--- config.mk ---
export PLATFORM = sky130hd
export DESIGN_NAME = kdl_cell
export DESIGN_NICKNAME = d
export VERILOG_FILES = /design/src/rtl/core/kdl_pkg.sv /design/src/rtl/core/kdl_cell.sv
export SDC_FILE = /design/constraint.sdc
export NUM_CORES = 1
export LEC_CHECK = 0
export ABC_AREA = 1
export BUFFER_PORTS_ARGS = -buffer_cell sky130_fd_sc_hd__buf_4
export CAP_MARGIN = 0
export CORE_MARGIN = 8
export CORE_UTILIZATION = 40
export DETAILED_ROUTE_END_ITERATION = 8
export MAX_ROUTING_LAYER = met4
export PLACE_DENSITY = 0.75
export SETUP_SLACK_MARGIN = 0.15
export SLEW_MARGIN = 0
export SYNTH_ARGS = -nofsm -noshare
export SYNTH_HDL_FRONTEND = slang
export SYNTH_SLANG_ARGS = --single-unit
--- constraint.sdc ---
create_clock -name clk -period 3.9 [get_ports clk]
set_clock_uncertainty 0.1 [all_clocks]
set_input_delay 0.78 -clock clk [delete_from_list [all_inputs] [get_ports clk]]
set_output_delay 0.78 -clock clk [all_outputs]
set_load 0.01 [all_outputs]
--- src/rtl/core/kdl_pkg.sv ---
// Shared types and constants for the keyed deque lookup block.
// Used by kdl_cell and keyed_deque_lookup; depends on nothing else.
`default_nettype none

package kdl_pkg;

	localparam int DEPTH = 64;
	localparam int IDX_W = $clog2(DEPTH);
	localparam int CNT_W = $clog2(DEPTH + 1);
	localparam int COUNT_OUT_W = 7;

	localparam logic [1:0] CMD_APPEND = 2'd0;
	localparam logic [1:0] CMD_PREPEND = 2'd1;
	localparam logic [1:0] CMD_LOOKUP = 2'd2;

	localparam logic signed [15:0] NOT_FOUND_HEIGHT = -16'sd256;

	typedef struct packed {
		logic [1:0] cmd;
		logic [4:0] day;
		logic [3:0] month;
		logic [11:0] year;
		logic [4:0] hour;
		logic signed [15:0] height_in;
	} req_t;

	typedef struct packed {
		logic found;
		logic signed [15:0] height_out;
		logic [COUNT_OUT_W-1:0] entry_count;
		logic overflow;
	} rsp_t;

	typedef struct packed {
		logic [4:0] day;
		logic [3:0] month;
		logic [11:0] year;
		logic [4:0] hour;
		logic signed [15:0] height;
	} rec_t;

	// Per-cell control: load takes the new record, push moves the row one
	// place toward the back, rotate moves it one place toward the front.
	typedef struct packed {
		logic load;
		logic push;
		logic rotate;
	} cell_ctrl_t;

endpackage

`default_nettype wire

--- src/rtl/core/kdl_cell.sv ---
// One storage cell of the record row.
// Depends on kdl_pkg for the record and control types.
`default_nettype none

module kdl_cell (
	input  wire logic               clk,
	input  wire kdl_pkg::cell_ctrl_t ctrl,
	input  wire kdl_pkg::rec_t      new_rec,
	input  wire kdl_pkg::rec_t      prev_rec,
	input  wire kdl_pkg::rec_t      next_rec,
	output kdl_pkg::rec_t           rec
);
	import kdl_pkg::*;

	rec_t rec_q;

	always_ff @(posedge clk) begin
		if (ctrl.load) begin
			rec_q <= new_rec;
		end else if (ctrl.push) begin
			rec_q <= prev_rec;
		end else if (ctrl.rotate) begin
			rec_q <= next_rec;
		end
	end

	assign rec = rec_q;

endmodule

`default_nettype wire

# --- Yosys cells after proc, flatten, opt, wreduce, memory -nomap -nowiden ---
# Index checks and enable logic that the tools add are counted.
word_totals:
  input_bits: 130
  mem_count: 0
  latchBits: 0
  mem_bits_rw: 0
  regBits: 42
  rom_bits: 0
op_classes:
  div_mod_pow: 0
  add_sub_neg: 0
  bitwise_logic: 0
  eq_ne: 0
  n_shift: 0
  mul: 0
  n_reduce_logical: 1
  muxes: 3
  order_cmp: 0
ops:
  columns: ["cell", "count"]
  rows:
  - ["2-to-1 mux 42 bit", 3]
  - ["nonzero test 3 bit", 1]

# --- Depth between registers and ports, before layout ---
# Gate-level depths: netlist of the first run.
logic_depth:
  word_depth: 3
  mapped_depth: 6
  depth_no_buf: 4

# --- Worst setup path before layout of the first run ---
# OpenSTA, ideal clock, no wires.
synth_timing:
  kind: "input to register"
  startpoint: "in ctrl[2] in the netlist's numbering"
  endpoint: "reg rec_q (netlist bit rec[0]), enable pin"
  path_slack_ns: 1.389
  n_path_buf: 2
  t_arrival_ns: 2.010
  cell_stages: 4
  setup_ns: 0.400
  path_cell_list: "buf_4 -> inv_4 -> buf_4 -> nand2_1"
synth_between:
  elab_chain_len: 1
synth_lines:
  columns: ["item", "line_no", "text"]
  rows:
  - ["from (decl)", "kdl_cell.sv:7", "input wire kdl_pkg::cell_ctrl_t ctrl,"]
  - ["nonzero test 3 bit (no line)", null, null]
  - ["to (signal assigned)", "kdl_cell.sv:19", "rec_q <= new_rec;"]
  - ["to (signal assigned)", "kdl_cell.sv:21", "rec_q <= prev_rec;"]
  - ["to (signal assigned)", "kdl_cell.sv:23", "rec_q <= next_rec;"]
  - ["to (decl)", "kdl_cell.sv:15", "rec_t rec_q;"]
# No other way between the ends.
# A chain may end at the register's enable or synchronous reset.

# --- Worst setup path after layout of the first run ---
layout_timing:
  startpoint: "in ctrl[2] in the netlist's numbering"
  endpoint: "reg rec_q (netlist bit rec[9]), enable pin"
# The elaborated chain is that of the path after synthesis.

==> results of run 1 <==
[per-layer routing]
| layer | vias up | share of wire, % | global-route usage [%] |
|---|---|---|---|
| met2 | 121 | 53 | 31.3 |
| li1 | 1373 | - | - |
| met1 | 1170 | 37 | 17.0 |
| met4 | 0 | 1.2 | 5.67 |
| met5 | - | 0 | - |
| met3 | 7 | 9.0 | 4.52 |
[critical path, cell delays in order]
cell and delay, ns:
buf_4 0.38, inv_4 0.28, nand2_2 0.80
[power by group through the flow]
stage	Combinational, mW	Clock, mW	Sequential (mW)
after floorplan	0.106	0	0.610
after global placement	0.321	0	0.580
after detailed placement	0.329	0	0.583
after CTS	0.329	0.274	0.572
after global routing	0.357	0.293	0.577
final	0.325	0.267	0.571
[layout make-up]
class	count	share of cell area, %
multi-input combinational	212	21.8
tap	77	2.47
inverter	86	8.40
clock inverter	2	0.225
timing repair buffer	171	32.9
clock buffer	6	1.86
sequential	42	32.3
[path summary, 6_finish.rpt]
check,endpoint,start,cells past startpoint
setup / recovery,rec[9]$_DFFE_PP_,ctrl[2],3
hold / removal,rec[12]$_DFFE_PP_,new_rec[12],3
[stage by stage]
| stage | power (mW) | cells |
|---|---|---|
| 4_1_cts | 1.18 | 596 |
| 3_5_place_dp | 0.911 | 588 |
| 3_3_place_gp | 0.901 | 588 |
| 5_1_grt | 1.23 | 596 |
| 2_1_floorplan | 0.716 | 358 |
| 6_report | 1.16 | 596 |
[cell families after synthesis]
logic type / synth area share, %
DFF: 48.9
and+or+nand+nor: 32.9
buffers and inverters: 18.3
[placed cells by master, fill, tap and decap left out, drive strengths merged]
cell and count:
edfxtp 42, buf 171, clkbuf 6, inv 86, nor2 1, clkinv 2, nand3 42, nand2 169
[cell usage after synthesis (all sizes together)]
| cell | count | share of area (%) |
|---|---|---|
| nand3 | 42 | 8.1 |
| edfxtp | 42 | 49 |
| nor2 | 1 | 0.15 |
| nand2 | 169 | 25 |
| buf | 18 | 5.6 |
| inv | 86 | 13 |
==> impl_metrics.yaml, run 1 <==
synth:
  ys_seq_area_share_pct: 48.9
  syn_nets: 488
  yosys_warnings: 0
  ys_seq_elements: 42
  synth_cells: 358
  synth_cell_types: 9
  syn_avg_cell_area_sq_um: 7.21
  syn_area_sq_mm: 0.00258
global_route:
  overflow: 0
  grt_usage_pct: 17.0
  first_global_vias: 2615
  grt_antenna_before_repair: 0
  grt_max_degree: 45
  grt_pass1_wl_um: 11900
cells_and_area:
  n_fill_cell: 564
  drive_above_1_share_pct: 34.7
  multi_input_area_sq_um: 851
  fin_nets: 648
  diodes: 0
  regArea_sq_mm: 0.00126
  area_delta_synth_final_pct: 51.1
  fin_area_sq_mm: 0.00390
  largest_reg_flops: 42
  post-route-util_pct: 61.8
drt:
  drc: 0
  final_antenna_net_count: 0
  drtIter0Drc: 83
  avgRoutedWirePerCell_um: 13.5
  drt_pre_antenna_iters: 4
  avgViaCountPerCell: 4.48
  via_count: 2671
  wl_um: 8060
clock_tree:
  cts.path.max_buffers: 2
  holdBufCountCts: 0
  path_clk_slew_ns: 0.08
  postCtsSetupBuffers: 0
  root_buffer: "clkbuf_8"
  numCtsBuffers: 5
  cts_tree: "built"
  cts_num_sinks: 42
  cts_resized: 0
  htree_levels: 2
timing:
  clock.fmax_mhz: 404
  setup_viol: 0
  tightest_slew_ns: 0.972
  layout_min_cycle_time_ns: 2.48
  hold_slack_ns: 0.653
  finalSetupTns_ns: 0
  final_hold_viol_count: 0
  fin_crit_sh_pct: 63.5
  relSlewSlack_pct: 34.9
  fin_ws_ns: 1.42
  final_max_slew_viol_count: 0
  rsz0062_at_grt: "no"
power_and_ir_drop:
  sw_frac_of_total_pct: 26.3
  p_seq_share_pct: 49.1
  leakagePower_nw: 2.31
  peakVddDrop_mv: 0.192
  p_int_mw: 0.856
  clkPwrFrac_pct: 22.9
  p_per_area_mw_per_mm2: 298
  power_frac_comb_pct: 27.9
  switchingPower_mw: 0.306
setup_path:
  path_class: "input pin to register"
  critPathLaunchType: "input pin"
  critical_path_peak_fanout: 43
  cp.arrival_ns: 2.29
  end_kind: "register"
  required_ns: 3.71
floorplan:
  initial_core_util_pct: 40.9
  io_pins: 172
  die_h_um: 96.3
  die_w_um: 96.3
  rows: 29
  core_sq_mm: 0.00631
  die-area_sq_mm: 0.00928
status:
  status: "finished, final reports clean"
placed_design:
  placed_area_sq_mm: 0.00382
  port-buffer-count: 171
  place_congestion: 0.783
  hpwl_um: 6200
  pre_cts_ws_ns: 1.10
min_path:
  hp-class: "input pin to register"
job:
  cap_violations: 0
Power figures use the tool's default switching activity.
==> inputs of run 2 (changes only) <==
--- a/config.mk
+++ b/config.mk
@@ -9,7 +9,7 @@
 export BUFFER_PORTS_ARGS = -buffer_cell sky130_fd_sc_hd__buf_4
 export CAP_MARGIN = 0
 export CORE_MARGIN = 8
-export CORE_UTILIZATION = 40
+export CORE_UTILIZATION = 38
 export DETAILED_ROUTE_END_ITERATION = 8
 export MAX_ROUTING_LAYER = met4
 export PLACE_DENSITY = 0.75
==> constraint.sdc (replaced) <==
create_clock -name clk -period 2.15 [get_ports clk]
set_clock_uncertainty 0.1 [all_clocks]
set_input_delay 0.43 -clock clk [delete_from_list [all_inputs] [get_ports clk]]
set_output_delay 0.43 -clock clk [all_outputs]
set_load 0.01 [all_outputs]
==> run 2 against run 1 <==
  * Sequential share of layout area shrank 0.24 points
  * Setup slack lost 0.85 ns
  * Largest cell class unchanged
  * Sequential cell count is the same
  * Die area grew 4.4%
  * Largest power group unchanged
  * Hold slack lost 0.34 ns
==> impl_metrics.yaml, run 2 (same netlist as run 1, synthesis figures left out) <==
cells_and_area:
  drive_above_1_share_pct: 35.1
  regArea_sq_mm: 0.00126
  post-route-util_pct: 58.8
  final_cells: 602
  final_common_cell: "buf_4"
  multi_input_area_sq_um: 851
  largest_reg_flops: 42
  fin_nets: 652
  n_fill_cell: 629
  area_delta_synth_final_pct: 52.3
  diodes: 0
  final_cell_mix: "buf_4, nand2_1, inv_1, nand3_1, edfxtp_1"
drt:
  final_antenna_net_count: 0
  drtIter0Drc: 147
  drt_pre_antenna_iters: 4
  wl_um: 8210
  drc: 0
  via_count: 2677
  avgViaCountPerCell: 4.45
  avgRoutedWirePerCell_um: 13.6
setup_path:
  path_buf_inv: 3
  required_ns: 2.02
  cp.arrival_ns: 1.45
  critPathMaxStageDelay_ns: 0.39
  crit_top_cell: "buf_4"
  timing.critical_path.from: "ctrl[2]"
  slowest_stage: "buf_4"
  path_class: "input pin to register"
  path_delay_family: "buffers and inverters"
  critPathLaunchType: "input pin"
  end_kind: "register"
  crit_chain: "buf_4 > inv_4 > nand2_2 > buf_4"
  critical_path_peak_fanout: 43
floorplan:
  io_pins: 172
  core_sq_mm: 0.00668
  rows: 30
  die-area_sq_mm: 0.00969
  die_w_um: 98.4
  initial_core_util_pct: 38.6
  die_h_um: 98.4
timing:
  finalSetupTns_ns: 0
  relSlewSlack_pct: 69.3
  rsz0062_at_grt: "no"
  final_hold_viol_count: 0
  layout_min_cycle_time_ns: 1.58
  tightest_slew_ns: 0.460
  fin_crit_sh_pct: 73.5
  setup_viol: 0
  fin_ws_ns: 0.569
  clock.fmax_mhz: 633
  final_max_slew_viol_count: 0
clock_tree:
  cts_resized: 0
  holdBufCountCts: 0
  numCtsBuffers: 5
  htree_levels: 2
  path_clk_slew_ns: 0.08
  cts.path.max_buffers: 2
  cts_tree: "built"
  root_buffer: "clkbuf_8"
  cts_num_sinks: 42
  postCtsSetupBuffers: 0
global_route:
  grt_max_degree: 44
  grt_usage_pct: 17.0
  overflow: 0
  grt_antenna_before_repair: 0
  first_global_vias: 2731
  grt_pass1_wl_um: 13000
min_path:
  hp-start: "new_rec[22]"
  hp-class: "input pin to register"
placed_design:
  hpwl_um: 6420
  place_congestion: 0.788
  port-buffer-count: 171
  place_inst: 595
  pre_cts_ws_ns: 0.268
power_and_ir_drop:
  leakagePower_nw: 2.32
  p_per_area_mw_per_mm2: 534
  peakVddDrop_mv: 0.229
status:
  status: "finished, final reports clean"
job:
  cap_violations: 0
[run 2: stage by stage]
stage | hold WS [ns] | area, sq um | power (mW)
final | 0.311 | 3930 | 2.10
after global routing | 0.303 | 3930 | 2.22
after CTS | 0.301 | 3930 | 2.12
after detailed placement | 0.603 | 3850 | 1.65
after global placement | 0.602 | 3850 | 1.64
after floorplan | 0.512 | 2580 | 1.30
[run 2: worst min-delay path, delay by kind of cell]
family | cells | cell delay (ns)
buf+inv | 1 | 0.07
simple gates | 2 | 0.09
[run 2: power breakdown]
group / internal, mW / switching (mW) / total (mW)
logic: 0.324 / 0.269 / 0.592
registers: 1.01 / 0.0275 / 1.04
clock network: 0.224 / 0.244 / 0.467
total: 1.56 / 0.540 / 2.10
[run 2: final cells by class]
cell class	count	area share [%]
multi-input combinational	212	21.6
sequential	42	32.1
clock buffer	7	1.94
tap	80	2.55
inverter	86	8.34
timing repair buffer	175	33.4
[run 2: path summary, 6_finish.rpt]
kind | end | slack (ns) | depth (start not counted)
worst max-delay path | rec[18]$_DFFE_PP_ | 0.57 | 4
worst min-delay path | rec[22]$_DFFE_PP_ | 0.31 | 3
[run 2: routing by layer]
metal | track usage [%] | wire [um] | up-vias | share of wire, %
li1 | - | - | 1384 | -
met1 | 18.5 | 3350 | 1173 | 41
met2 | 29.9 | 4240 | 116 | 52
met3 | 4.79 | 558 | 4 | 6.8
met4 | 3.90 | 59 | 0 | 0.72
met5 | - | 0 | - | 0
==> inputs of run 3 (changes only) <==
--- a/config.mk
+++ b/config.mk
@@ -9,7 +9,7 @@
 export BUFFER_PORTS_ARGS = -buffer_cell sky130_fd_sc_hd__buf_4
 export CAP_MARGIN = 0
 export CORE_MARGIN = 8
-export CORE_UTILIZATION = 38
+export CORE_UTILIZATION = 40
 export DETAILED_ROUTE_END_ITERATION = 8
 export MAX_ROUTING_LAYER = met4
 export PLACE_DENSITY = 0.75
==> constraint.sdc (replaced) <==
create_clock -name clk -period 1.5 [get_ports clk]
set_clock_uncertainty 0.1 [all_clocks]
set_input_delay 0.3 -clock clk [delete_from_list [all_inputs] [get_ports clk]]
set_output_delay 0.3 -clock clk [all_outputs]
set_load 0.01 [all_outputs]
==> run 3 against run 2 <==
  * Cell count up 0.17%
  * Sequential power up 43%
  * Critical path type is now register to primary output
  * Final area up 1.5%
  * Die area down 4.2%
  * Clock power up 53%
==> impl_metrics.yaml, run 3 (same netlist as run 1, synthesis figures left out) <==
cells_and_area:
  multi_input_area_sq_um: 872
  post-route-util_pct: 63.2
  regArea_sq_mm: 0.00126
  fin_area_sq_mm: 0.00399
  diodes: 0
  area_delta_synth_final_pct: 54.5
  drive_above_1_share_pct: 35.7
  final_cell_mix: "buf_4, nand2_1, inv_1, nand3_1, edfxtp_1"
  largest_reg_flops: 42
  fin_nets: 655
  final_common_cell: "buf_4"
  n_fill_cell: 564
  final_cells: 603
global_route:
  grt_usage_pct: 18.2
  grt_pass1_wl_um: 12700
  grt_max_degree: 43
  grt_antenna_before_repair: 0
  overflow: 0
  first_global_vias: 2766
clock_tree:
  htree_levels: 2
  path_clk_slew_ns: 0.08
  numCtsBuffers: 5
  cts_num_sinks: 42
  holdBufCountCts: 0
  cts.path.max_buffers: 2
  postCtsSetupBuffers: 0
  cts_tree: "built"
  cts_resized: 0
  root_buffer: "clkbuf_8"
power_and_ir_drop:
  peakVddDrop_mv: 0.452
  p_per_area_mw_per_mm2: 769
  fin_total_pwr_mw: 3.07
  leakagePower_nw: 2.35
drt:
  drc: 0
  final_antenna_net_count: 0
  drtIter0Drc: 94
  avgViaCountPerCell: 4.50
  avgRoutedWirePerCell_um: 14.0
  drt_pre_antenna_iters: 4
  wl_um: 8420
  via_count: 2716
min_path:
  holdPathEnd: "rec[35]$_DFFE_PP_"
  hp-class: "input pin to register"
  hold_depth: 3
  hp-start: "new_rec[35]"
setup_path:
  critPathMaxStageDelay_ns: 0.40
  path_buf_inv: 1
  cp.arrival_ns: 0.85
  path_class: "register to primary output"
  critPathLaunchType: "register"
  end_kind: "primary output"
  crit_chain: "buf_4"
  critical_path_peak_fanout: 1
  slowest_stage: "edfxtp_1"
  path_delay_family: "flip-flops"
  required_ns: 1.10
placed_design:
  placed_area_sq_mm: 0.00391
  port-buffer-count: 171
  place_inst: 595
  pre_cts_ws_ns: 0.0864
  place_congestion: 0.848
  hpwl_um: 6610
timing:
  final_max_slew_viol_count: 0
  fin_ws_ns: 0.248
  layout_min_cycle_time_ns: 1.25
  relSlewSlack_pct: 70.5
  rsz0062_at_grt: "no"
  setup_viol: 0
  fin_crit_sh_pct: 83.5
  hold_slack_ns: 0.172
  finalSetupTns_ns: 0
  clock.fmax_mhz: 799
  final_hold_viol_count: 0
  tightest_slew_ns: 0.443
floorplan:
  core_sq_mm: 0.00631
  die_h_um: 96.3
  rows: 29
  initial_core_util_pct: 40.9
  die_w_um: 96.3
  io_pins: 172
  die-area_sq_mm: 0.00928
status:
  status: "finished, final reports clean"
job:
  cap_violations: 0
-- run 3: worst max-delay path by stage --
stage | depth (start not counted) | start | slack, ns | to
after CTS | 1 | rec[23]$_DFFE_PP_ | 0.24 | rec[23]
after detailed placement | 5 | ctrl[1] | 0.09 | rec[35]$_DFFE_PP_
after global placement | 3 | ctrl[1] | 0.14 | rec[24]$_DFFE_PP_
after global routing | 1 | rec[23]$_DFFE_PP_ | 0.21 | rec[23]
after floorplan | 4 | ctrl[1] | 0.20 | rec[0]$_DFFE_PP_
final | 1 | rec[23]$_DFFE_PP_ | 0.25 | rec[23]
-- run 3: layer usage --
layer	vias up	wire, um	GRT usage [%]
met2	104	4460	32.0
li1	1391	-	-
met4	0	159	6.43
met5	-	0	-
met1	1208	3150	20.0
met3	13	647	3.74
-- run 3: final cells by class --
type,instances,share of cell area [%]
clock buffer,6,1.82
multi-input combinational,212,21.9
timing repair buffer,178,33.8
sequential,42,31.6
tap,77,2.42
clock inverter,2,0.220
inverter,86,8.22
-- run 3: where the power goes --
part           total (mW)  switching, mW  internal [mW]
Combinational       0.865          0.390          0.476
Clock               0.714          0.393          0.321
Sequential           1.49         0.0395           1.45
Total                3.07          0.822           2.24
